### src/sound_voice_allocator_core_defines.svh
// Assertion macros used by the allocator core RTL.
`ifndef SOUND_VOICE_ALLOCATOR_CORE_DEFINES_SVH
`define SOUND_VOICE_ALLOCATOR_CORE_DEFINES_SVH

`ifndef NO_ASSERTIONS

// Property must hold at every clock edge outside reset.
`define SVAC_ASSERT(lbl, clk, rst_n, prop, msg) \
	lbl: assert property (@(posedge clk) disable iff (!rst_n) prop) else $error(msg);

// Condition must never be true outside reset.
`define SVAC_NEVER(lbl, clk, rst_n, cond, msg) \
	lbl: assert property (@(posedge clk) disable iff (!rst_n) !(cond)) else $error(msg);

`else

`define SVAC_ASSERT(lbl, clk, rst_n, prop, msg)

`define SVAC_NEVER(lbl, clk, rst_n, cond, msg)

`endif

`endif

### src/svac_pkg.sv
`default_nettype none

package svac_pkg;

	localparam int NUM_VOICES = 8;
	localparam int IDX_W = (NUM_VOICES > 1) ? $clog2(NUM_VOICES) : 1;

	localparam logic signed [31:0] HORIZON_TICKS = 32'sd3600000;

	localparam logic [1:0] REQ_START   = 2'd0;
	localparam logic [1:0] REQ_STOP    = 2'd1;
	localparam logic [1:0] REQ_RELEASE = 2'd2;

	localparam logic [3:0] CHAN_NONE = 4'h0;
	localparam logic [3:0] CHAN_ANY  = 4'hF;

	typedef struct packed {
		logic [15:0] owner;
		logic [3:0]  channel;
		logic [31:0] end_time;
	} voice_entry_t;

	typedef struct packed {
		logic             rd_en;
		logic [IDX_W-1:0] rd_addr;
		logic             wr_en;
		logic [IDX_W-1:0] wr_addr;
		voice_entry_t     wr_data;
		logic             clr_en;
		logic [IDX_W-1:0] clr_addr;
	} mem_cmd_t;

	typedef struct packed {
		logic       granted;
		logic [2:0] voice;
		logic       evicted_active;
		logic       stopped;
	} result_t;

endpackage

`default_nettype wire

### src/sound_voice_allocator_core.sv
// Voice allocator for a fixed pool of playback voices.
// Input channel s_*: one request item per handshake; s_tuser carries the request
// kind (start, stop by entity/channel, release by index), s_tdata the operands.
// Output channel m_*: exactly one result item per request, in request order.
// cfg_we/cfg_wdata write the protected player entity; write only while idle.
// Voice state (owner, channel, end time) sits in a synchronous RAM with a
// registered read; valid and playing flags are flops beside it.
// Start and stop requests walk the RAM one entry per cycle until a matching
// voice ends the walk early or the last entry has been evaluated. Release and
// unused kinds skip the walk and go straight to the result.
// The next item is accepted as soon as the previous result has been loaded into
// the output register, even while that result still waits on m_tready.
// If the receiver stalls, a finished result holds in the allocator until the
// output register frees, and no new item is accepted meanwhile.
// Reset clears all voices to idle with zero owner, channel and end time, and
// sets the player entity to 1; no clearing sweep is needed.
`default_nettype none

`include "sound_voice_allocator_core_defines.svh"

module sound_voice_allocator_core
	import svac_pkg::*;
(
	input  wire logic        clk,
	input  wire logic        arst_n,
	input  wire logic        cfg_we,
	input  wire logic [15:0] cfg_wdata,   // player_entity
	input  wire logic        s_tvalid,
	output logic             s_tready,
	// entity[15:0], entity_channel[19:16], current_time[51:20],
	// sound_duration[75:52], voice_index[78:76], zero[79]
	input  wire logic [79:0] s_tdata,
	input  wire logic [1:0]  s_tuser,     // req_type[1:0]
	output logic             m_tvalid,
	input  wire logic        m_tready,
	// granted[0], voice[3:1], evicted_active[4], stopped[5], zero[7:6]
	output logic [7:0]       m_tdata
);

	logic [15:0]           player_q;
	logic                  m_tvalid_q;
	logic [7:0]            m_tdata_q;
	logic                  res_valid;
	logic                  res_ready;
	result_t               res;
	mem_cmd_t              cmd;
	voice_entry_t          rd_data;
	logic [NUM_VOICES-1:0] playing;

	always_ff @(posedge clk or negedge arst_n) begin
		if (!arst_n) begin
			player_q <= 16'd1;
		end else if (cfg_we) begin
			player_q <= cfg_wdata;
		end
	end

	assign res_ready = !m_tvalid_q || m_tready;

	always_ff @(posedge clk or negedge arst_n) begin
		if (!arst_n) begin
			m_tvalid_q <= 1'b0;
			m_tdata_q  <= '0;
		end else if (res_valid && res_ready) begin
			m_tvalid_q <= 1'b1;
			m_tdata_q  <= {2'b00, res.stopped, res.evicted_active, res.voice, res.granted};
		end else if (m_tready) begin
			m_tvalid_q <= 1'b0;
		end
	end

	assign m_tvalid = m_tvalid_q;
	assign m_tdata  = m_tdata_q;

	svac_scan u_scan (
		.clk            (clk),
		.arst_n         (arst_n),
		.player_entity  (player_q),
		.in_valid       (s_tvalid),
		.in_ready       (s_tready),
		.req_type       (s_tuser),
		.entity         (s_tdata[15:0]),
		.entity_channel (s_tdata[19:16]),
		.current_time   (s_tdata[51:20]),
		.sound_duration (s_tdata[75:52]),
		.voice_index    (s_tdata[78:76]),
		.res_valid      (res_valid),
		.res_ready      (res_ready),
		.res            (res),
		.cmd            (cmd),
		.rd_data        (rd_data),
		.playing        (playing)
	);

	svac_voice_mem u_mem (
		.clk     (clk),
		.arst_n  (arst_n),
		.cmd     (cmd),
		.rd_data (rd_data),
		.playing (playing)
	);

	`SVAC_ASSERT(a_busy_after_accept, clk, arst_n, s_tvalid && s_tready |=> !s_tready, "accepted while busy")
	`SVAC_ASSERT(a_out_from_result, clk, arst_n, $rose(m_tvalid) |-> $past(res_valid), "output without result")
	`SVAC_NEVER(a_evict_needs_grant, clk, arst_n, m_tvalid && m_tdata[4] && !m_tdata[0], "eviction without grant")
	`SVAC_NEVER(a_grant_not_stop, clk, arst_n, m_tvalid && m_tdata[0] && m_tdata[5], "grant and stop together")

endmodule

`default_nettype wire

### src/svac_voice_mem.sv
`default_nettype none

module svac_voice_mem
	import svac_pkg::*;
(
	input  wire logic                  clk,
	input  wire logic                  arst_n,
	input  wire mem_cmd_t              cmd,
	output voice_entry_t               rd_data,
	output logic [NUM_VOICES-1:0]      playing
);

	voice_entry_t              voice_mem_q [NUM_VOICES];
	voice_entry_t              rd_data_s1;
	logic                      rd_valid_s1;
	logic [NUM_VOICES-1:0]     valid_q;
	logic [NUM_VOICES-1:0]     playing_q;

	always_ff @(posedge clk) begin
		if (cmd.wr_en) begin
			voice_mem_q[cmd.wr_addr] <= cmd.wr_data;
		end
		if (cmd.rd_en) begin
			rd_data_s1 <= voice_mem_q[cmd.rd_addr];
		end
	end

	always_ff @(posedge clk or negedge arst_n) begin
		if (!arst_n) begin
			valid_q     <= '0;
			playing_q   <= '0;
			rd_valid_s1 <= 1'b0;
		end else begin
			if (cmd.rd_en) begin
				rd_valid_s1 <= valid_q[cmd.rd_addr];
			end
			if (cmd.wr_en) begin
				valid_q[cmd.wr_addr]   <= 1'b1;
				playing_q[cmd.wr_addr] <= 1'b1;
			end
			if (cmd.clr_en) begin
				playing_q[cmd.clr_addr] <= 1'b0;
			end
		end
	end

	// never-written entries read as zero
	assign rd_data = rd_valid_s1 ? rd_data_s1 : '0;
	assign playing = playing_q;

endmodule

`default_nettype wire

### src/svac_scan.sv
`default_nettype none

module svac_scan
	import svac_pkg::*;
(
	input  wire logic                  clk,
	input  wire logic                  arst_n,
	input  wire logic [15:0]           player_entity,
	input  wire logic                  in_valid,
	output logic                       in_ready,
	input  wire logic [1:0]            req_type,
	input  wire logic [15:0]           entity,
	input  wire logic signed [3:0]     entity_channel,
	input  wire logic [31:0]           current_time,
	input  wire logic [23:0]           sound_duration,
	input  wire logic [2:0]            voice_index,
	output logic                       res_valid,
	input  wire logic                  res_ready,
	output result_t                    res,
	output mem_cmd_t                   cmd,
	input  wire voice_entry_t          rd_data,
	input  wire logic [NUM_VOICES-1:0] playing
);

	typedef enum logic [1:0] {
		ST_IDLE,
		ST_SCAN,
		ST_FIN
	} state_t;

	localparam logic [IDX_W-1:0] LAST_IDX = IDX_W'(NUM_VOICES - 1);

	state_t                  state_q;
	logic [1:0]              req_q;
	logic [15:0]             ent_q;
	logic [3:0]              ch_q;
	logic [31:0]             now_q;
	logic [23:0]             dur_q;
	logic [IDX_W-1:0]        idx_q;
	logic                    issue_q;
	logic                    eval_v_s1;
	logic [IDX_W-1:0]        eval_idx_s1;
	logic                    found_q;
	logic [IDX_W-1:0]        best_q;
	logic signed [31:0]      best_rem_q;

	logic                    is_start;
	logic                    hit;
	logic                    prot;
	logic signed [31:0]      rem;
	logic                    better;
	logic                    last_eval;
	logic                    best_play;
	logic                    fin_go;

	assign is_start  = (req_q == REQ_START);
	assign rem       = signed'(rd_data.end_time - now_q);
	assign prot      = (rd_data.owner == player_entity) && (ent_q != player_entity)
		&& playing[eval_idx_s1];
	assign better    = !prot && (rem < best_rem_q);
	assign last_eval = (eval_idx_s1 == LAST_IDX);

	always_comb begin
		if (is_start) begin
			hit = (ch_q != CHAN_NONE) && (rd_data.owner == ent_q)
				&& ((ch_q == CHAN_ANY) || (rd_data.channel == ch_q));
		end else begin
			hit = (rd_data.owner == ent_q) && (rd_data.channel == ch_q);
		end
	end

	assign best_play = playing[best_q];
	assign fin_go    = (state_q == ST_FIN) && res_ready;

	assign in_ready  = (state_q == ST_IDLE);
	assign res_valid = (state_q == ST_FIN);

	always_comb begin
		res.granted        = is_start && found_q;
		res.voice          = found_q ? 3'(best_q) : 3'd0;
		res.evicted_active = is_start && found_q && best_play;
		res.stopped        = !is_start && found_q && best_play;
	end

	always_comb begin
		cmd.rd_en            = (state_q == ST_SCAN) && issue_q;
		cmd.rd_addr          = idx_q;
		cmd.wr_en            = fin_go && is_start && found_q;
		cmd.wr_addr          = best_q;
		cmd.wr_data.owner    = ent_q;
		cmd.wr_data.channel  = ch_q;
		cmd.wr_data.end_time = now_q + {8'd0, dur_q};
		cmd.clr_en           = fin_go && !is_start && found_q;
		cmd.clr_addr         = best_q;
	end

	always_ff @(posedge clk or negedge arst_n) begin
		if (!arst_n) begin
			state_q     <= ST_IDLE;
			req_q       <= REQ_START;
			ent_q       <= '0;
			ch_q        <= '0;
			now_q       <= '0;
			dur_q       <= '0;
			idx_q       <= '0;
			issue_q     <= 1'b0;
			eval_v_s1   <= 1'b0;
			eval_idx_s1 <= '0;
			found_q     <= 1'b0;
			best_q      <= '0;
			best_rem_q  <= HORIZON_TICKS;
		end else begin
			case (state_q)
				ST_IDLE: begin
					if (in_valid) begin
						req_q      <= req_type;
						ent_q      <= entity;
						ch_q       <= entity_channel;
						now_q      <= current_time;
						dur_q      <= sound_duration;
						idx_q      <= '0;
						eval_v_s1  <= 1'b0;
						best_rem_q <= HORIZON_TICKS;
						if (req_type == REQ_START || req_type == REQ_STOP) begin
							found_q <= 1'b0;
							best_q  <= '0;
							issue_q <= 1'b1;
							state_q <= ST_SCAN;
						end else if (req_type == REQ_RELEASE) begin
							found_q <= (32'(voice_index) < 32'(NUM_VOICES));
							best_q  <= IDX_W'(voice_index);
							issue_q <= 1'b0;
							state_q <= ST_FIN;
						end else begin
							found_q <= 1'b0;
							best_q  <= '0;
							issue_q <= 1'b0;
							state_q <= ST_FIN;
						end
					end
				end
				ST_SCAN: begin
					if (eval_v_s1 && (hit || last_eval)) begin
						// walk done: drop the read side
						issue_q   <= 1'b0;
						eval_v_s1 <= 1'b0;
						state_q   <= ST_FIN;
					end else begin
						// advance the read side one entry per cycle
						eval_v_s1 <= issue_q;
						if (issue_q) begin
							eval_idx_s1 <= idx_q;
							if (idx_q == LAST_IDX) begin
								issue_q <= 1'b0;
							end else begin
								idx_q <= idx_q + 1'b1;
							end
						end
					end
					// evaluate the entry read last cycle
					if (eval_v_s1) begin
						if (hit) begin
							found_q <= 1'b1;
							best_q  <= eval_idx_s1;
						end else if (is_start && better) begin
							found_q    <= 1'b1;
							best_q     <= eval_idx_s1;
							best_rem_q <= rem;
						end
					end
				end
				ST_FIN: begin
					if (res_ready) begin
						state_q <= ST_IDLE;
					end
				end
				default: begin
					state_q <= ST_IDLE;
				end
			endcase
		end
	end

endmodule

`default_nettype wire
### config.mk
export PLATFORM = sky130hd
export DESIGN_NAME = sound_voice_allocator_core
export DESIGN_NICKNAME = d
export VERILOG_FILES = /design/src/svac_pkg.sv /design/src/sound_voice_allocator_core.sv /design/src/svac_voice_mem.sv /design/src/svac_scan.sv
export VERILOG_INCLUDE_DIRS = /design/src /design/src/src
export SDC_FILE = /design/constraint.sdc
export NUM_CORES = 1
export LEC_CHECK = 0
export BUFFER_PORTS_ARGS = -buffer_cell sky130_fd_sc_hd__clkbuf_2
export CAP_MARGIN = 20
export CELL_PAD_IN_SITES_DETAIL_PLACEMENT = 1
export CELL_PAD_IN_SITES_GLOBAL_PLACEMENT = 2
export CORE_ASPECT_RATIO = 1.75
export CORE_MARGIN = 4
export CORE_UTILIZATION = 25
export DETAILED_ROUTE_END_ITERATION = 8
export PLACE_DENSITY = 0.62
export SETUP_SLACK_MARGIN = 0.1
export SLEW_MARGIN = 25
export SYNTH_ARGS = -nofsm -noshare
export SYNTH_HDL_FRONTEND = slang
export SYNTH_SLANG_ARGS = --single-unit
### constraint.sdc
create_clock -name clk -period 5.2 [get_ports clk]
set_input_delay 0.78 -clock clk [delete_from_list [all_inputs] [get_ports clk]]
set_output_delay 0.78 -clock clk [all_outputs]
set_load 0.01 [all_outputs]
==> results of run 1 <==
==> layer usage <==
metal | routed length, um | vias up
met1 | 32700 | 8987
met5 | 10 | -
met3 | 3310 | 107
met4 | 2310 | 2
li1 | - | 7942
met2 | 43100 | 312
==> worst min path at each step <==
stage | from | end | slack, ns
3_5_place_dp | u_mem.valid_q[0]$_DFFE_PN0P_ | u_mem.valid_q[0]$_DFFE_PN0P_ | 0.46
2_1_floorplan | u_mem.valid_q[2]$_DFFE_PN0P_ | u_mem.valid_q[2]$_DFFE_PN0P_ | 0.43
4_1_cts | arst_n | u_scan.ent_q[15]$_DFFE_PN0P_ | 0.24
6_report | arst_n | u_scan.ent_q[15]$_DFFE_PN0P_ | 0.24
3_3_place_gp | u_mem.valid_q[1]$_DFFE_PN0P_ | u_mem.valid_q[1]$_DFFE_PN0P_ | 0.45
5_1_grt | arst_n | u_scan.ent_q[15]$_DFFE_PN0P_ | 0.27
==> through the flow <==
step / TNS [ns] / instances
final: 0 / 3763
after floorplan: 0 / 1969
after global routing: -5.51 / 3763
after CTS: -0.0321 / 3756
after global placement: -3.87 / 3621
after detailed placement: -7.53 / 3622
==> power groups by stage <==
stage,Clock [mW],Sequential (mW),Combinational [mW]
floorplan,0,7.74,5.52
global route,5.30,8.23,10.3
detailed placement,0,8.28,8.58
global placement,0,8.28,8.23
CTS,5.09,8.19,9.14
finish,4.91,8.10,9.29
==> critical path, cell delays in order (launching register included) <==
cell and delay [ns]:
dfrtp_2 0.53, buf_6 0.19, and2_4 0.15, fa_2 0.37, a21o_1 0.21, a221o_1 0.34, o211ai_4 0.23, o32a_4 0.27
o31ai_4 0.08, a2111oi_2 0.30, nor2_1 0.11, xor2_2 0.18, ha_1 0.30, nand4_1 0.19, or4_1 0.54, o22ai_2 0.15
nor2_2 0.06, and2_4 0.16, buf_6 0.11, o21ai_4 0.19, buf_4 0.16, buf_12 0.13, a22o_1 0.14
==> cell families (layout without fill, tap and decap cells) <==
| group | Yosys count | in the layout |
|---|---|---|
| flip-flops | 632 | 632 |
| AND/OR/NAND/NOR | 479 | 480 |
| AO/OA/AOI/OAI | 326 | 326 |
| multiplexers | 191 | 191 |
| buffers and inverters | 163 | 471 |
| adder cells (fa/ha/maj) | 90 | 90 |
| XOR/XNOR | 86 | 86 |
| other | 1 | 2 |
==> cell usage in the layout, fill, tap and decap left out, types with 57 or more instances in the layout <==
cell,n
clkbuf_2,108
mux2_2,72
ha_1,76
nor2_1,57
o21ai_0,77
edfxtp_1,468
buf_4,136
dfrtp_1,148
inv_1,81
nand2_1,243
a21oi_1,58
clkbuf_16,69
mux4_2,110
xnor2_1,59
==> final cells by class <==
cell class | count | area (sq um)
Timing Repair Buffer | 270 | 2020
Clock inverter | 35 | 393
Tap cell | 1485 | 1860
Sequential cell | 632 | 18200
Fill cell | 11900 | 78100
Inverter | 82 | 309
Clock buffer | 84 | 1830
Multi-Input combinational cell | 1175 | 10100
==> sequential cells by signal, summed over array words and instances (netlist names), 2 cells and up, named ones only <==
| name | flops |
|---|---|
| u_mem.rd_data_s1 | 52 |
| u_mem.voice_mem_q | 416 |
| u_scan.dur_q | 24 |
| u_scan.eval_idx_s1 | 3 |
| u_scan.best_rem_q | 32 |
| m_tdata | 6 |
| u_scan.best_q | 3 |
| player_q | 16 |
| u_scan.state_q | 2 |
| u_scan.now_q | 32 |
| u_scan.ch_q | 4 |
| u_scan.ent_q | 16 |
| u_mem.valid_q | 8 |
| u_scan.req_q | 2 |
| u_scan.idx_q | 3 |
==> what timing repair did <==
action                     in CTS  in global routing
pin swaps                      62                 16
gates cloned                    3                  1
setup buffers                  12                  5
setup endpoints to repair      35                 36
hold buffers                    0                  0
gates resized for setup        53                 30
==> flow_summary.json, run 1 <==
{
  "r2r_cells": 22,
  "post-route-period-util_pct": 99.1,
  "crit_path_start_kind": "flip-flop",
  "gr-usage-met3_pct": 2.50,
  "rows": 163,
  "yosysMostFrequentCell": "edfxtp_1",
  "outcome": "finished, final reports clean",
  "synth-compound-area-share_pct": 7.60,
  "p_clk_share_pct": 22.0,
  "die-area_sq_um": 119000,
  "die-height_um": 454,
  "clk_pin_slew_ns": 0.06,
  "clock-sinks": 632,
  "async_reset_ff_share_pct": 25.9,
  "gp_congestion": 0.787,
  "required_ns": 5.77,
  "ant_nets": 0,
  "setup_viol": 0,
  "start_util_pct": 25.2,
  "reg2reg_to": "u_scan.best_rem_q[28]$_DFFE_PN0P_",
  "synth_top_cell_by_area": "edfxtp_1",
  "synth_cell_types": 68,
  "dp_slack_ns": -0.302,
  "use_met2_pct": 25.3,
  "dp_hpwl_mm": 53.3,
  "synth_seq_cells": 632,
  "antenna_found_initial": 1,
  "crit_start": "u_mem.rd_valid_s1$_DFFE_PN0P_",
  "yosys_warnings": 0,
  "synth_top_area_share_pct": 49.4,
  "synth_edf_count": 468,
  "seq_power_share_pct": 36.3,
  "yosys-top-cells-area": "edfxtp_1, dfrtp_1, mux4_2, ha_1, nand2_1",
  "drt_drc_violations_left": 0,
  "synthAdderAreaFrac_pct": 4.01,
  "clk_latency_ns": 0.63,
  "core-area_sq_um": 113000,
  "combinationalPowerShare_pct": 41.6,
  "synth-main-ff-cell": "edfxtp_1",
  "end_kind": "flip-flop",
  "power_density_nw_per_um2": 642,
  "cts-root-buf": "clkbuf_16",
  "fin_area_sq_um": 34700,
  "grt_pass1_wl_mm": 123,
  "hold_path.class": "input port to asynchronous set/reset pin",
  "cellLeakagePower_nw": 12.9,
  "io_buffers": 109,
  "ys_seq_area_share_pct": 63.9,
  "synthesis.instances": 1968,
  "maxSlewHeadroom_pct": 35.7,
  "synthMuxAreaShare_pct": 11.9,
  "crit_arrival_ns": 5.73,
  "fin_ws_ns": 0.0449,
  "cts_buffer_depth": 3,
  "synth-xor-area-share_pct": 2.65,
  "timing.hold.ws_ns": 0.242,
  "post-route-util_pct": 30.8,
  "cts_tree": "built",
  "place_area_sq_um": 31800,
  "switching_share_pct": 36.1,
  "die_w_um": 263,
  "top_usage_layer": "met2",
  "wl_per_cell_um": 21.6,
  "r2r-start": "u_mem.rd_valid_s1$_DFFE_PN0P_",
  "area_growth_pct": 22.1,
  "routed_wl_mm": 81.4,
  "worstMarginPinSlew_ns": 0.964,
  "timing.fmax_mhz": 194,
  "grt_max_degree": 95,
  "cp_max_fo": 8,
  "fin_nets": 2421,
  "syn_area_sq_um": 28400,
  "grt_use_met1_pct": 15.5,
  "r2r_slack_ns": 0.04,
  "synthSimpleGateAreaFrac_pct": 7.71,
  "num_vias": 17400,
  "path_class": "flip-flop to flip-flop",
  "slew_viol_final": 0,
  "p_sw_mw": 8.06,
  "p_int_mw": 14.2,
  "grtUsageTotal_pct": 13.5,
  "grt_overflow": 0,
  "dr.pass1.iters": 7,
  "drt_iter0_markers": 899,
  "synth_top_family_by_area": "multiplexers",
  "cap_violations": 0,
  "drive_above_1_share_pct": 29.1,
  "io_pins": 113,
  "syn_avg_cell_area_sq_um": 14.4,
  "synth_commonest_cells": "edfxtp_1, nand2_1, dfrtp_1",
  "min_period_ns": 5.16,
  "max-vdd-ir-drop_mv": 0.265,
  "cts-htree-levels": 3,
  "crit_path_end": "u_scan.best_rem_q[28]$_DFFE_PN0P_",
  "cts_buffers": 67,
  "grt_setup_unrepaired": "true",
  "power.total_mw": 22.3,
  "vias_per_cell": 4.61,
  "hold_violations": 0,
  "antenna_cells": 0,
  "clock_skew_ns": 0.0321,
  "first_global_vias": 19600
}
(Power assumes the default switching activity.)
==> run 2: changes to the inputs <==
- SETUP_SLACK_MARGIN: 0.1 -> 0.5
==> flow_summary.json, run 2 (synthesis gave the netlist of run 1 again) <==
{
  "grt_setup_unrepaired": "true",
  "cellLeakagePower_nw": 12.8,
  "cpMaxStageDelayCell": "or4_1",
  "drt_iter0_markers": 1033,
  "outcome": "finished, final reports clean",
  "die-height_um": 454,
  "io_pins": 113,
  "hold_path.class": "input port to asynchronous set/reset pin",
  "drt_drc_violations_left": 0,
  "timing.fmax_mhz": 193,
  "slew_viol_final": 0,
  "crit_top_cell": "a21o_1",
  "num_vias": 17500,
  "cts_buffer_depth": 3,
  "clk_pin_slew_ns": 0.07,
  "cts-root-buf": "clkbuf_16",
  "cp_max_fo": 15,
  "crit_buf_inv": 7,
  "maxSlewHeadroom_pct": 35.6,
  "fin_nets": 2419,
  "worst-path-stages": 26,
  "dp_hpwl_mm": 51.6,
  "max-vdd-ir-drop_mv": 0.303,
  "final_common_cell": "edfxtp_1",
  "hold_violations": 0,
  "required_ns": 5.75,
  "cts_buffers": 66,
  "reg_top3": "u_mem.voice_mem_q x416, u_mem.rd_data_s1 x52",
  "dr.pass1.iters": 5,
  "r2r_cells": 26,
  "largest-register": "u_mem.voice_mem_q",
  "power_density_nw_per_um2": 638,
  "rows": 163,
  "io_buffers": 109,
  "finalSetupTns_ns": 0,
  "clk_latency_ns": 0.63,
  "final_cell_mix": "edfxtp_1, nand2_1, dfrtp_1",
  "setup_viol": 0,
  "drive_above_1_share_pct": 28.3,
  "critical_path.max_stage_delay_ns": 0.57,
  "area_growth_pct": 21.6,
  "clock-sinks": 632,
  "clock_skew_ns": 0.0309,
  "end_kind": "flip-flop",
  "wl_per_cell_um": 21.6,
  "largest_reg_flops": 416,
  "r2r-start": "u_mem.rd_valid_s1$_DFFE_PN0P_",
  "gp_congestion": 0.774,
  "grt_overflow": 0,
  "reg2reg_to": "u_scan.best_rem_q[29]$_DFFE_PN0P_",
  "cts_tree": "built",
  "core-area_sq_um": 113000,
  "die-area_sq_um": 119000,
  "antenna_found_initial": 2,
  "grtUsageTotal_pct": 13.4,
  "grt_pass1_wl_mm": 123,
  "first_global_vias": 19500,
  "path_class": "flip-flop to flip-flop",
  "routed_wl_mm": 81.1,
  "crit_family": "compound AO/OA/AOI/OAI gates",
  "cap_violations": 0,
  "r2r_slack_ns": 0.01,
  "grt_max_degree": 111,
  "timing.hold.ws_ns": 0.234,
  "start_util_pct": 25.2,
  "worstMarginPinSlew_ns": 0.966,
  "crit_arrival_ns": 5.74,
  "crit_path_start_kind": "flip-flop",
  "post-route-period-util_pct": 99.8,
  "cts-htree-levels": 3,
  "vias_per_cell": 4.65,
  "min_period_ns": 5.19,
  "ant_nets": 0,
  "die_w_um": 263
}
## run 2: report_power, final
group          switching (mW)  internal [mW]  total, mW
combinational            5.08           4.08       9.15
clock                    2.07           2.68       4.75
sequential              0.890           7.25       8.14
## run 2: worst max path at each step
| stage | end | slack (ns) | from |
|---|---|---|---|
| floorplan | u_scan.best_rem_q[22]$_DFFE_PN0P_ | 0.42 | u_mem.rd_valid_s1$_DFFE_PN0P_ |
| global placement | u_scan.best_q[2]$_DFFE_PN0P_ | -0.12 | u_mem.rd_valid_s1$_DFFE_PN0P_ |
| detailed placement | u_scan.best_q[2]$_DFFE_PN0P_ | -0.17 | u_mem.rd_valid_s1$_DFFE_PN0P_ |
| CTS | u_scan.best_rem_q[0]$_DFFE_PN0P_ | -0.04 | u_mem.rd_valid_s1$_DFFE_PN0P_ |
| global route | u_scan.best_rem_q[29]$_DFFE_PN0P_ | -0.22 | u_mem.rd_valid_s1$_DFFE_PN0P_ |
| finish | u_scan.best_rem_q[29]$_DFFE_PN0P_ | 0.01 | u_mem.rd_valid_s1$_DFFE_PN0P_ |
## run 2: final cells by class
cell class,instances,area [sq um]
inverters,82,309
flip-flops and latches,632,18200
well taps,1485,1860
fillers,11900,78200
repair buffers,270,2020
multi-input cells,1174,10000
clock buffers,81,1830
clock inverters,37,308
diodes,2,5.00
## run 2: layer usage
metal	vias up	share of wire, %	global-route usage [%]
met5	-	0	0
met4	0	2.3	3.81
met3	92	3.0	1.94
met2	293	53	25.0
met1	9152	42	16.1
li1	7947	-	-
## run 2: repair_timing
| action | 4_1_cts | 5_1_grt |
|---|---|---|
| endpoints found under the setup margin | 36 | 36 |
| endpoints found under the hold margin | 0 | 0 |
| gates resized for setup | 26 | 28 |
| hold buffers | 0 | 0 |
| setup buffers | 7 | 7 |
| cloned | 1 | 2 |
| pin swaps | 22 | 7 |
## run 2: through the flow
stage	instance area, sq um	util (%)	total power, mW	cells	setup WS (ns)
3_3_place_gp	31900	28.3	16.6	3625	-0.118
4_1_cts	34300	30.4	22.1	3751	-0.0404
6_report	34600	30.6	22.0	3763	0.0111
2_1_floorplan	28500	-	13.3	1969	0.423
5_1_grt	34600	30.6	23.5	3762	-0.219
3_5_place_dp	31900	28.3	16.9	3625	-0.168
